<file path="config.mk">
export PLATFORM = sky130hd
export DESIGN_NAME = edge_timed_bus_responder_top
export DESIGN_NICKNAME = d
export VERILOG_FILES = /design/src/rtl/etbr_pkg.sv /design/src/rtl/etbr_cfg_regs.sv /design/src/rtl/etbr_frame_core.sv /design/src/rtl/edge_timed_bus_responder_top.sv
export SDC_FILE = /design/constraint.sdc
export NUM_CORES = 1
export LEC_CHECK = 0
export BUFFER_PORTS_ARGS = -buffer_cell sky130_fd_sc_hd__buf_2
export CAP_MARGIN = 30
export CORE_MARGIN = 4
export CORE_UTILIZATION = 60
export DETAILED_ROUTE_END_ITERATION = 12
export GPL_ROUTABILITY_DRIVEN = 0
export MAX_ROUTING_LAYER = met4
export PLACE_DENSITY = 0.88
export SETUP_SLACK_MARGIN = 0.05
export SLEW_MARGIN = 0
export SYNTH_ARGS = -nofsm -noshare
export SYNTH_HDL_FRONTEND = slang
export SYNTH_SLANG_ARGS = --single-unit
</file>
<file path="constraint.sdc">
create_clock -name clk -period 6.7 [get_ports clk]
set_input_delay 0.67 -clock clk [delete_from_list [all_inputs] [get_ports clk]]
set_output_delay 0.67 -clock clk [all_outputs]
set_load 0.005 [all_outputs]
</file>
<file path="src/rtl/etbr_pkg.sv">
// Shared types, constants and helpers for the edge-timed bus responder.
package etbr_pkg;

  // Default sizes of the framing
  localparam int DATA_BITS_DEF    = 32;
  localparam int ADDRESS_BITS_DEF = 8;

  // Field widths
  localparam int TIME_W  = 32;
  localparam int ADDR_W  = 8;
  localparam int PAY_W   = 24;
  localparam int PER_W   = 16;
  localparam int CNT_W   = 6;
  localparam int WORD_W  = 32;
  localparam int CFG_IW  = 3;
  localparam int CFG_DW  = 24;
  localparam int IN_DW   = 40;
  localparam int OUT_DW  = 72;

  // Register reset values
  localparam logic [ADDR_W-1:0] NODE_ADDR_RST = 8'd1;
  localparam logic [PER_W-1:0]  PULSE_RST     = 16'd50;
  localparam logic [PER_W-1:0]  BIT_RST       = 16'd500;
  localparam logic [ADDR_W-1:0] TEST_ON_RST   = 8'd255;
  localparam logic [ADDR_W-1:0] TEST_OFF_RST  = 8'd254;

  // Register indexes on the write port
  typedef enum logic [CFG_IW-1:0] {
    REG_NODE_ADDRESS  = 3'd0,
    REG_IS_LISTENER   = 3'd1,
    REG_RESPONSE_DATA = 3'd2,
    REG_TEST_DATA     = 3'd3,
    REG_PULSE_PERIOD  = 3'd4,
    REG_BIT_PERIOD    = 3'd5,
    REG_TEST_ON_ADDR  = 3'd6,
    REG_TEST_OFF_ADDR = 3'd7
  } cfg_idx_t;

  // Configuration as seen by the frame logic; thresholds are prescaled
  typedef struct packed {
    logic [ADDR_W-1:0]  node_address;
    logic               is_listener;
    logic [PAY_W-1:0]   response_data;
    logic [PAY_W-1:0]   test_data;
    logic [PER_W+1:0]   ignore_limit;   // 3 x pulse period
    logic [PER_W:0]     restart_limit;  // 2 x bit period
    logic [ADDR_W-1:0]  test_on_address;
    logic [ADDR_W-1:0]  test_off_address;
  } cfg_t;

  // One result item
  typedef struct packed {
    logic              test_mode_active;
    logic [WORD_W-1:0] received_value;
    logic              word_received;
    logic [WORD_W-1:0] response_word;
    logic              send_response;
  } result_t;

  // Checksum byte on top of the 24-bit payload
  function automatic logic [WORD_W-1:0] with_checksum(input logic [ADDR_W-1:0] seed,
                                                      input logic [PAY_W-1:0]  payload);
    logic [7:0] sum;
    sum = seed + payload[7:0] + payload[15:8] + payload[23:16];
    return {sum, payload};
  endfunction

endpackage

</file>
<file path="src/rtl/etbr_cfg_regs.sv">
// Configuration register file with prescaled timing thresholds.
module etbr_cfg_regs
  import etbr_pkg::*;
(
  input  logic              clk,
  input  logic              rst_n,
  input  logic              cfg_wen,
  input  logic [CFG_IW-1:0] cfg_index,
  input  logic [CFG_DW-1:0] cfg_wdata,
  output cfg_t              cfg
);

  logic [ADDR_W-1:0] node_address_r;
  logic              is_listener_r;
  logic [PAY_W-1:0]  response_data_r;
  logic [PAY_W-1:0]  test_data_r;
  logic [PER_W+1:0]  ignore_limit_r;
  logic [PER_W:0]    restart_limit_r;
  logic [ADDR_W-1:0] test_on_r;
  logic [ADDR_W-1:0] test_off_r;
  logic [PER_W-1:0]  per_w;

  assign per_w = cfg_wdata[PER_W-1:0];

  // Register writes; period registers store the scaled limits directly
  always_ff @(posedge clk) begin
    if (!rst_n) begin
      node_address_r  <= NODE_ADDR_RST;
      is_listener_r   <= 1'b1;
      response_data_r <= '0;
      test_data_r     <= '0;
      ignore_limit_r  <= {PULSE_RST, 1'b0} + {2'b00, PULSE_RST};
      restart_limit_r <= {BIT_RST, 1'b0};
      test_on_r       <= TEST_ON_RST;
      test_off_r      <= TEST_OFF_RST;
    end else if (cfg_wen) begin
      unique case (cfg_idx_t'(cfg_index))
        REG_NODE_ADDRESS:  node_address_r  <= cfg_wdata[ADDR_W-1:0];
        REG_IS_LISTENER:   is_listener_r   <= cfg_wdata[0];
        REG_RESPONSE_DATA: response_data_r <= cfg_wdata[PAY_W-1:0];
        REG_TEST_DATA:     test_data_r     <= cfg_wdata[PAY_W-1:0];
        REG_PULSE_PERIOD:  ignore_limit_r  <= {1'b0, per_w, 1'b0} + {2'b00, per_w};
        REG_BIT_PERIOD:    restart_limit_r <= {per_w, 1'b0};
        REG_TEST_ON_ADDR:  test_on_r       <= cfg_wdata[ADDR_W-1:0];
        REG_TEST_OFF_ADDR: test_off_r      <= cfg_wdata[ADDR_W-1:0];
        default: ;
      endcase
    end
  end

  assign cfg.node_address     = node_address_r;
  assign cfg.is_listener      = is_listener_r;
  assign cfg.response_data    = response_data_r;
  assign cfg.test_data        = test_data_r;
  assign cfg.ignore_limit     = ignore_limit_r;
  assign cfg.restart_limit    = restart_limit_r;
  assign cfg.test_on_address  = test_on_r;
  assign cfg.test_off_address = test_off_r;

endmodule

</file>
<file path="src/rtl/etbr_frame_core.sv">
// Edge timing, bit framing, address decode and word assembly state.
module etbr_frame_core
  import etbr_pkg::*;
#(
  parameter int DATA_BITS    = DATA_BITS_DEF,
  parameter int ADDRESS_BITS = ADDRESS_BITS_DEF
) (
  input  logic              clk,
  input  logic              rst_n,
  input  logic              step,
  input  logic [TIME_W-1:0] edge_time,
  input  logic              line_level,
  input  cfg_t              cfg,
  output result_t           res
);

  logic [TIME_W-1:0] last_edge_r, last_edge_nxt;
  logic [CNT_W-1:0]  bits_r, bits_nxt;
  logic [CNT_W-1:0]  skip_r, skip_nxt;
  logic [WORD_W-1:0] shift_r, shift_nxt;
  logic              test_r, test_nxt;

  logic [TIME_W-1:0] delta;
  logic [WORD_W-1:0] shifted;
  logic [CNT_W-1:0]  bits_inc;
  logic [WORD_W-1:0] sext;

  assign delta    = edge_time - last_edge_r;
  assign shifted  = {shift_r[WORD_W-2:0], line_level};
  assign bits_inc = bits_r + 1'b1;

  // Sign extension of the assembled word from bit DATA_BITS-1
  always_comb begin
    for (int i = 0; i < WORD_W; i++) begin
      sext[i] = (i < DATA_BITS) ? shifted[i] : shifted[DATA_BITS-1];
    end
  end

  // Next state and result for one edge
  always_comb begin
    last_edge_nxt = last_edge_r;
    bits_nxt      = bits_r;
    skip_nxt      = skip_r;
    shift_nxt     = shift_r;
    test_nxt      = test_r;
    res           = '0;
    if (delta >= TIME_W'(cfg.ignore_limit)) begin
      last_edge_nxt = edge_time;
      if (delta > TIME_W'(cfg.restart_limit)) begin
        bits_nxt  = '0;
        skip_nxt  = '0;
        shift_nxt = '0;
      end else if (skip_r != '0) begin
        skip_nxt = skip_r - 1'b1;
      end else begin
        shift_nxt = shifted;
        bits_nxt  = bits_inc;
        if (cfg.is_listener && bits_inc == CNT_W'(ADDRESS_BITS)) begin
          // Address frame complete
          priority if (shifted == WORD_W'(cfg.node_address)) begin
            res.send_response = 1'b1;
            res.response_word = with_checksum(cfg.node_address,
                                              test_r ? cfg.test_data : cfg.response_data);
          end else if (shifted == WORD_W'(cfg.test_on_address)) begin
            test_nxt = 1'b1;
          end else if (shifted == WORD_W'(cfg.test_off_address)) begin
            test_nxt = 1'b0;
          end else begin
            skip_nxt = CNT_W'(DATA_BITS);
          end
          bits_nxt  = '0;
          shift_nxt = '0;
        end else if (!cfg.is_listener && bits_inc == CNT_W'(DATA_BITS)) begin
          // Data word complete
          res.word_received  = 1'b1;
          res.received_value = sext;
          bits_nxt  = '0;
          skip_nxt  = '0;
          shift_nxt = '0;
        end
      end
    end
    res.test_mode_active = test_nxt;
  end

  // State update on each edge that leaves the input stage
  always_ff @(posedge clk) begin
    if (!rst_n) begin
      last_edge_r <= '0;
      bits_r      <= '0;
      skip_r      <= '0;
      shift_r     <= '0;
      test_r      <= 1'b0;
    end else if (step) begin
      last_edge_r <= last_edge_nxt;
      bits_r      <= bits_nxt;
      skip_r      <= skip_nxt;
      shift_r     <= shift_nxt;
      test_r      <= test_nxt;
    end
  end

endmodule

</file>
<file path="src/rtl/edge_timed_bus_responder_top.sv">
// Top level of the edge-timed bus responder: input stage, frame core, result register.
//
// Usage:
//   in_*   : one transfer per line edge (timestamp in us, level after the edge).
//   out_*  : exactly one result transfer per input transfer, in order: address
//            match with response word, completed requester word, and the test
//            mode flag after that edge.
//   cfg_*  : register writes, one per cycle with cfg_wen high; write only while
//            no edge is in flight.
// Path: an edge passes the input register, then the result register, which
//   drives out_tvalid and out_tdata.
// Throughput: one edge per cycle while the result register can advance; the edge
//   state (last time, counters, shift word, test flag) is updated by combinational
//   next-state logic as the edge leaves the input register.
// Reset: synchronous rst_n clears both stages, the edge state and the test
//   flag and loads the register defaults.
// Stall: while out_tready is low the result holds; the input register still
//   takes one more edge, after which in_tready drops until the result drains.
module edge_timed_bus_responder_top
  import etbr_pkg::*;
#(
  parameter int DATA_BITS    = DATA_BITS_DEF,
  parameter int ADDRESS_BITS = ADDRESS_BITS_DEF
) (
  input  logic              clk,
  input  logic              rst_n,
  // Input edges
  input  logic              in_tvalid,
  output logic              in_tready,
  input  logic [IN_DW-1:0]  in_tdata,   // [31:0] edge_time, [32] line_level, rest zero
  // Results
  output logic              out_tvalid,
  input  logic              out_tready,
  output logic [OUT_DW-1:0] out_tdata,  // [0] send_response, [32:1] response_word,
                                        // [33] word_received, [65:34] received_value,
                                        // [66] test_mode_active, rest zero
  // Configuration writes
  input  logic              cfg_wen,
  input  logic [CFG_IW-1:0] cfg_index,
  input  logic [CFG_DW-1:0] cfg_wdata
);

  logic              in_valid_r;
  logic [TIME_W-1:0] in_time_r;
  logic              in_level_r;
  logic              out_valid_r;
  result_t           out_res_r;
  logic              advance;
  logic              step;
  cfg_t              cfg;
  result_t           res;

  assign advance   = !out_valid_r || out_tready;
  assign step      = in_valid_r && advance;
  assign in_tready = !in_valid_r || advance;

  etbr_cfg_regs u_cfg (
    .clk       (clk),
    .rst_n     (rst_n),
    .cfg_wen   (cfg_wen),
    .cfg_index (cfg_index),
    .cfg_wdata (cfg_wdata),
    .cfg       (cfg)
  );

  etbr_frame_core #(
    .DATA_BITS    (DATA_BITS),
    .ADDRESS_BITS (ADDRESS_BITS)
  ) u_core (
    .clk        (clk),
    .rst_n      (rst_n),
    .step       (step),
    .edge_time  (in_time_r),
    .line_level (in_level_r),
    .cfg        (cfg),
    .res        (res)
  );

  // Input register
  always_ff @(posedge clk) begin
    if (!rst_n) begin
      in_valid_r <= 1'b0;
    end else if (in_tready) begin
      in_valid_r <= in_tvalid;
    end
  end

  always_ff @(posedge clk) begin
    if (in_tready && in_tvalid) begin
      in_time_r  <= in_tdata[TIME_W-1:0];
      in_level_r <= in_tdata[TIME_W];
    end
  end

  // Result register
  always_ff @(posedge clk) begin
    if (!rst_n) begin
      out_valid_r <= 1'b0;
    end else if (advance) begin
      out_valid_r <= in_valid_r;
    end
  end

  always_ff @(posedge clk) begin
    if (step) begin
      out_res_r <= res;
    end
  end

  assign out_tvalid = out_valid_r;
  assign out_tdata  = {(OUT_DW - $bits(result_t))'(0), out_res_r};

endmodule

</file>
==> out/summary.txt, run 1 <==
Yosys cell types: 76
Seq cells post-synth: 285
# IOs: 146
cell taking the most area after synthesis: dfxtp_1
Seq/Total Area, Yosys: 44.46%
routed length on met1: 14.12 mm
Synth Instances: 1637
synthesized cell area: 15080 sq um
clk sinks: 285
outcome: completed
register area: 6706 sq um
pwr dens: 237.5 nW/um^2
mean post-synth cell area: 9.215 sq um
highest metal used: met4
WS Path Type: register to register
Syn. warnings: 0
DR iter-0 viols: 911
vias per cell: 5.721
Hold Violations, Final: 0
share of cells above drive strength 1: 13.36%
DR WL/cell: 16.09 microns
grt total ovfl: 0
final net count: 1917
max-cap viol count: 0
final design utilization: 68.73%
Clock Latency Late Sink: 0.55 ns
worst r2r src: in_time_r[1]
Min-Delay Endpoint: in_time_r[3]
largest net degree at the start of global routing: 84
via count: 11920
EDFF count, synth: 100
Max Freq: 0.1825 GHz
met2 wire length: 16.34 mm
Worst Hold Path Cells: 1
delay-heaviest family, CP: compound AO/OA/AOI/OAI gates
RSZ-0062 raised after global routing: no
CTS Buf Count: 28
CP Launch Type: register
Worst path max stage delay: 0.83 ns
setup bufs post-CTS: 0
hold crit path type: primary input to register
final setup margin: 1.221 ns
critical path arrival: 5.88 ns
placement row count: 57
actual slew at the worst max-slew pin: 1.059 ns
first-pass GRT wire length: 54.57 mm
initial antenna violation count: 1
worst clock skew: 0.01937 ns
Tmin final: 5.479 ns
maximum root-to-sink buffer count: 3
final worst path period share: 81.78%
Clock Pin Slew Worst Setup and Hold Paths: 0.06 ns
core area: 24530 sq um
hpwl dp: 23.69 mm
H-tree Lvls: 1
max_slew headroom: 29.35%
Final setup viols: 0
TritonCTS clock tree: yes
Worst R2R Setup Slack: 1.22 ns
Die Height: 166.6 microns
CP max FO: 33
total global-route track usage: 23.74%
design area: 16860 sq um
vias in the first global route: 11400
Crit-path slowest cell: o311a_1
P_leak: 0.006697 uW
post-synth top area share: 24.55%
Multi-input gate area: 7705 sq um
Detail Route Antenna Nets: 0
Synth async-reset ratio: 0%
placed cell area: 15950 sq um
router iterations before antenna repair: 5
WP data required: 7.10 ns
dpl ws: 1.319 ns
FILL cells: 1846
root buffer cell: clkbuf_16
# DRC: 0
Hold Startpoint: in_tdata[3]
PortBufs: 133
WP buf/inv: 0
starting density of the core: 61.49%
CP Cell Sequence: ha_1, nor2b_1, o31a_1, o31ai_1, and3_1, o21ai_0, a21oi_1, xnor2_1, ha_1, nand4_1, nor2_1, a2111oi_0, a21oi_1, nor4_1, nand4_2, nor3_1, o311a_1, and2_1
synth top area cells: dfxtp_1 (25%), edfxtp_1 (20%), ha_1 (7.6%)
worst r2r dst: out_tdata[37]
setup_tns: 0 ns
Die Wd: 166.6 microns
hold_buf cts: 0
Slew Limit Fails: 0
Main synth FF type: dfxtp_1
crit path capture type: register
Area Overhead vs Synth: 11.78%
Max VDD drop: 0.0002988 V
Total Routed Length: 33.52 mm
die area: 27740 sq um
worst reg2reg path depth: 18
Resize count post-CTS: 0
met3 routed WL: 1.991 mm
## cell usage in the layout (no fill, tap or decap), types with 10 or more instances in the layout
master / n
a21o_1: 25
a21oi_1: 146
a31oi_1: 10
and2_1: 33
and3_1: 12
buf_2: 133
buf_4: 10
clkbuf_16: 28
dfxtp_1: 185
edfxtp_1: 100
fa_1: 16
ha_1: 92
inv_1: 100
mux2_2: 23
mux2i_1: 68
nand2_1: 302
nand2b_1: 10
nand3_1: 30
nand4_1: 19
nor2_1: 91
nor2b_1: 34
nor3_1: 25
o211ai_1: 17
o21ai_0: 37
xnor2_1: 56
xor2_1: 10
## area by class of cell
cell class,instances,share of cell area [%]
Multi-Input combinational cell,1177,45.70
Tap cell,324,2.404
Clock buffer,34,4.408
Sequential cell,285,39.77
Timing Repair Buffer,144,4.460
Antenna cell,1,0.01484
Inverter,101,2.256
Clock inverter,18,0.9869
## flip-flops by register name (all words and copies together), names as in the netlist
| register | cells |
|---|---|
| u_core.bits_r | 6 |
| out_tdata | 67 |
| u_cfg.restart_limit_r | 16 |
| u_cfg.test_on_r | 8 |
| u_cfg.test_data_r | 24 |
| u_cfg.response_data_r | 24 |
| u_core.skip_r | 6 |
| in_level_r | 1 |
| u_cfg.is_listener_r | 1 |
| in_valid_r | 1 |
| u_cfg.ignore_limit_r | 18 |
| u_cfg.test_off_r | 8 |
| u_core.shift_r | 31 |
| out_tvalid | 1 |
| u_cfg.node_address_r | 8 |
| u_core.test_r | 1 |
| in_time_r | 32 |
| u_core.last_edge_r | 32 |
## worst reg2reg max path, cell delays in order (launching register included)
cell	delay (ns)
edfxtp_1	0.42
ha_1	0.30
nor2b_1	0.14
o31a_1	0.28
o31ai_1	0.37
and3_1	0.31
o21ai_0	0.10
a21oi_1	0.18
xnor2_1	0.19
ha_1	0.30
nand4_1	0.12
nor2_1	0.07
a2111oi_0	0.41
a21oi_1	0.16
nor4_1	0.27
nand4_2	0.24
nor3_1	0.39
o311a_1	0.83
and2_1	0.26
## worst max path at each step
stage | start | endpoint | slack [ns] | cells after the start
floorplan | out_tready | u_core.bits_r[1] | 1.36 | 6
detailed placement | in_time_r[1] | out_tdata[28] | 1.32 | 20
finish | in_time_r[1] | out_tdata[37] | 1.22 | 18
global route | in_time_r[5] | out_tdata[37] | 0.66 | 18
global placement | in_time_r[1] | out_tdata[28] | 1.42 | 18
CTS | in_time_r[1] | out_tdata[37] | 1.26 | 18
## cells in the mapped netlist (5+ instances only)
| master | count |
|---|---|
| nand2_1 | 302 |
| dfxtp_1 | 185 |
| a21oi_1 | 147 |
| inv_1 | 101 |
| edfxtp_1 | 100 |
| nor2_1 | 93 |
| ha_1 | 92 |
| mux2i_1 | 68 |
| xnor2_1 | 56 |
| clkbuf_1 | 52 |
| o21ai_0 | 37 |
| nor2b_1 | 35 |
| and2_1 | 33 |
| nand3_1 | 30 |
| a21o_1 | 25 |
| nor3_1 | 25 |
| mux2_2 | 23 |
| nand4_1 | 19 |
| o211ai_1 | 17 |
| fa_1 | 16 |
| and3_1 | 12 |
| buf_2 | 12 |
| a31oi_1 | 10 |
| nand2b_1 | 10 |
| nor4_1 | 10 |
| xor2_1 | 10 |
| o21a_1 | 9 |
| buf_4 | 8 |
| a211oi_1 | 6 |
| o2111ai_1 | 6 |
| o21bai_1 | 6 |
| or3_1 | 5 |
## cell families after synthesis
group | after synthesis | share of synthesized area, %
other | 1 | 0.02486
AOI/OAI and AO/OA | 310 | 12.83
xor gates and xnor gates | 66 | 3.832
buffers and inverters | 179 | 4.852
DFF | 285 | 44.46
muxes | 91 | 6.229
adders and majority gates | 108 | 9.754
and+or+nand+nor | 597 | 18.02
## metrics by stage
stage               power [uW]  std cells  hold WS [ns]
detailed placement        2488       2031        0.4428
global route              4180       2084        0.2751
floorplan                 2328       1641        0.4319
global placement          2461       2029        0.4383
finish                    4004       2084        0.2902
CTS                       4023       2083        0.2728
## per-layer routing
metal / vias up / track usage [%]
met5: - / -
met3: 91 / 3.081
li1: 5862 / -
met4: 0 / 7.542
met2: 429 / 40.21
met1: 5541 / 29.80
## power by group
| part | switching, uW | internal [uW] |
|---|---|---|
| sequential | 28.6 | 1850 |
| combinational | 348 | 236 |
| clock | 669 | 873 |
| total | 1050 | 2960 |
No activity file was read; power rests on OpenSTA's default activity.
==> run 2: changes to the inputs <==
--- a/config.mk
+++ b/config.mk
@@ -5,14 +5,15 @@
 export SDC_FILE = /design/constraint.sdc
 export NUM_CORES = 1
 export LEC_CHECK = 0
+export ABC_AREA = 1
 export BUFFER_PORTS_ARGS = -buffer_cell sky130_fd_sc_hd__buf_2
 export CAP_MARGIN = 30
 export CORE_MARGIN = 4
-export CORE_UTILIZATION = 60
+export CORE_UTILIZATION = 55
 export DETAILED_ROUTE_END_ITERATION = 12
 export GPL_ROUTABILITY_DRIVEN = 0
 export MAX_ROUTING_LAYER = met4
-export PLACE_DENSITY = 0.88
+export PLACE_DENSITY = 0.85
 export SETUP_SLACK_MARGIN = 0.05
 export SLEW_MARGIN = 0
 export SYNTH_ARGS = -nofsm -noshare
==> constraint.sdc (replaced) <==
create_clock -name clk -period 4.9 [get_ports clk]
set_input_delay 0.49 -clock clk [delete_from_list [all_inputs] [get_ports clk]]
set_output_delay 0.49 -clock clk [all_outputs]
set_load 0.005 [all_outputs]
==> run 2 against run 1 <==
Compared with the run above: clock power is 44% higher; fmax is 22% higher; setup slack worse by 0.80 ns; critical endpoint is now u_core.shift_r[6]; largest cell class unchanged; largest power group unchanged.
==> out/summary.txt, run 2 <==
grt total ovfl: 0
H-tree Lvls: 1
P_leak: 0.008324 uW
# IOs: 146
Synth async-reset ratio: 0%
synth cell count leaders: nand2_1 (421), inv_1 (331), nor2_1 (248)
mux contribution to synthesized area: 0.1890%
starting density of the core: 56.40%
Total Routed Length: 36.56 mm
Worst Setup SP: in_time_r[0]
setup bufs post-CTS: 0
Synth Area in Adders: 9.263%
largest net degree at the start of global routing: 82
overall power: 5965 uW
CTS Buf Count: 29
Main synth FF type: dfxtp_1
largest family of logic cells by synthesized area: simple AND/OR/NAND/NOR gates
Seq cells post-synth: 285
Yosys cell types: 50
CP max FO: 16
setup_tns: 0 ns
Hold Startpoint: in_tdata[15]
Die Height: 177.9 microns
Clock Latency Late Sink: 0.56 ns
Slew Limit Fails: 0
final worst path period share: 91.48%
Die Wd: 177.9 microns
maximum root-to-sink buffer count: 3
CP Cell Sequence: inv_1, ha_1, fa_1, inv_1, nand2_1, nand3_1, nand2_1, nand2_1, xor2_1, ha_1, nand2_1, o21ai_0, nor2_1, nand2_1, nand2_1, a21boi_0, nor2_1, nand2_1, nor2_8, nand2_4, nor2_2, nand3_1, a21oi_1
final setup margin: 0.4174 ns
# DRC: 0
FILL cells: 2391
Synth Instances: 2079
post-synth top area share: 23.31%
final design utilization: 63.11%
WS Path Type: register to register
dpl ws: 0.4212 ns
PortBufs: 133
crit path capture type: register
max_slew headroom: 36.06%
clk sinks: 285
post-synthesis xor/xnor area fraction: 3.529%
via count: 13760
Seq/Total Area, Yosys: 42.22%
worst clock skew: 0.01250 ns
WP buf/inv: 2
vias per cell: 5.322
Crit-path slowest cell: nor2_2
placement row count: 61
Syn. warnings: 0
root buffer cell: clkbuf_16
TritonCTS clock tree: yes
Worst path max stage delay: 0.58 ns
commonest non-fill, non-tap cell in the layout: nand2_1
simple-gate share of the synthesized area: 23.27%
top-count cell post-synth: nand2_1
hpwl dp: 25.89 mm
total global-route track usage: 23.08%
vias in the first global route: 12810
pwr dens: 335.6 nW/um^2
Inserted Diodes: 0
die area: 31660 sq um
EDFF count, synth: 100
RSZ-0062 raised after global routing: yes
final net count: 2365
WP data required: 5.39 ns
Clock Pin Slew Worst Setup and Hold Paths: 0.07 ns
area fraction in compound gates after synthesis: 11.19%
synthesized cell area: 15890 sq um
cell taking the most area after synthesis: dfxtp_1
Final setup viols: 0
Detail Route Antenna Nets: 0
critical path arrival: 4.97 ns
DR WL/cell: 14.14 microns
worst r2r src: in_time_r[0]
Resize count post-CTS: 0
Max VDD drop: 0.0002804 V
most frequent cells in the layout: nand2_1 (421), inv_1 (330), nor2_1 (248)
Multi-input gate area: 7572 sq um
Largest register FFs: 67
register area: 6706 sq um
hold_buf cts: 0
Hold Violations, Final: 0
delay-heaviest family, CP: simple AND/OR/NAND/NOR gates
router iterations before antenna repair: 5
dpl cells: 2530
first-pass GRT wire length: 59.18 mm
outcome: completed
Area Overhead vs Synth: 11.89%
Tmin final: 4.483 ns
actual slew at the worst max-slew pin: 0.9591 ns
DR iter-0 viols: 1207
hold crit path type: primary input to register
initial antenna violation count: 0
synth top area cells: dfxtp_1 (23%), edfxtp_1 (19%), nand2_1 (9.9%)
CP Launch Type: register
share of cells above drive strength 1: 11.37%
Worst path most repeated cell: nand2_1
Max Freq: 0.2231 GHz
Layout Cells excl Fill: 2586
max-cap viol count: 0
core area: 28160 sq um
mean post-synth cell area: 7.641 sq um
## run 2: changes by cell type after synthesis, moves of 21 or more
cell,delta
inv_1,+230
xnor2_1,-37
and2_1,-27
a21o_1,-23
xor2_1,+35
nor2b_1,-35
nand2_1,+119
o21ai_0,+112
mux2_2,-23
nor2_1,+155
nand3_1,+65
or2_2,+21
mux2i_1,-65
## run 2: cells by family after synthesis
kind of cell | Yosys count
mux | 3
buf+inv | 415
simple gates | 864
compound gates | 339
xor+xnor | 64
other cells | 1
fa+ha+maj | 108
flops | 285
## run 2: final timing paths
kind,to,slack [ns],depth (start not counted)
min reg2reg,u_core.last_edge_r[14],0.45,2
max,u_core.shift_r[6],0.42,23
max reg2reg,u_core.shift_r[6],0.42,23
min,in_time_r[15],0.11,1
## run 2: worst register-to-register path: stages (launching register included)
cell      delay (ns)
edfxtp_1        0.39
inv_1           0.08
ha_1            0.23
fa_1            0.42
inv_1           0.11
nand2_1         0.06
nand3_1         0.14
nand2_1         0.07
nand2_1         0.13
xor2_1          0.36
ha_1            0.32
nand2_1         0.08
o21ai_0         0.13
nor2_1          0.17
nand2_1         0.09
nand2_1         0.07
a21boi_0        0.10
nor2_1          0.10
nand2_1         0.14
nor2_8          0.20
nand2_4         0.14
nor2_2          0.58
nand3_1         0.16
a21oi_1         0.16
## run 2: per-stage QoR
step / area, sq um / hold slack [ns]
after floorplan: 15900 / 0.4292
after global routing: 17770 / 0.08708
after detailed placement: 16790 / 0.4510
final: 17770 / 0.1066
after global placement: 16760 / 0.4438
after CTS: 17750 / 0.07940
## run 2: final cells by class
| cell class | instances | area share [%] |
|---|---|---|
| multi-input combinational | 1385 | 42.60 |
| tap | 378 | 2.661 |
| sequential | 285 | 37.73 |
| timing repair buffer | 144 | 4.343 |
| clock inverter | 15 | 0.8588 |
| clock buffer | 39 | 4.583 |
| inverter | 340 | 7.222 |
## run 2: per-layer routing
| metal | up-vias | wire (microns) | global-route usage, % | share of wire (%) |
|---|---|---|---|---|
| li1 | 6836 | - | - | - |
| met5 | - | 0 | - | 0 |
| met1 | 6317 | 15180 | 28.13 | 42 |
| met3 | 103 | 2410 | 3.004 | 6.6 |
| met4 | 0 | 1480 | 9.442 | 4.0 |
| met2 | 506 | 17490 | 38.84 | 48 |
## run 2: where the power goes
| part | total (uW) | internal, uW | switching (uW) |
|---|---|---|---|
| Combinational | 1160 | 415 | 746 |
| Sequential | 2590 | 2550 | 42.0 |
| Clock | 2220 | 1280 | 937 |
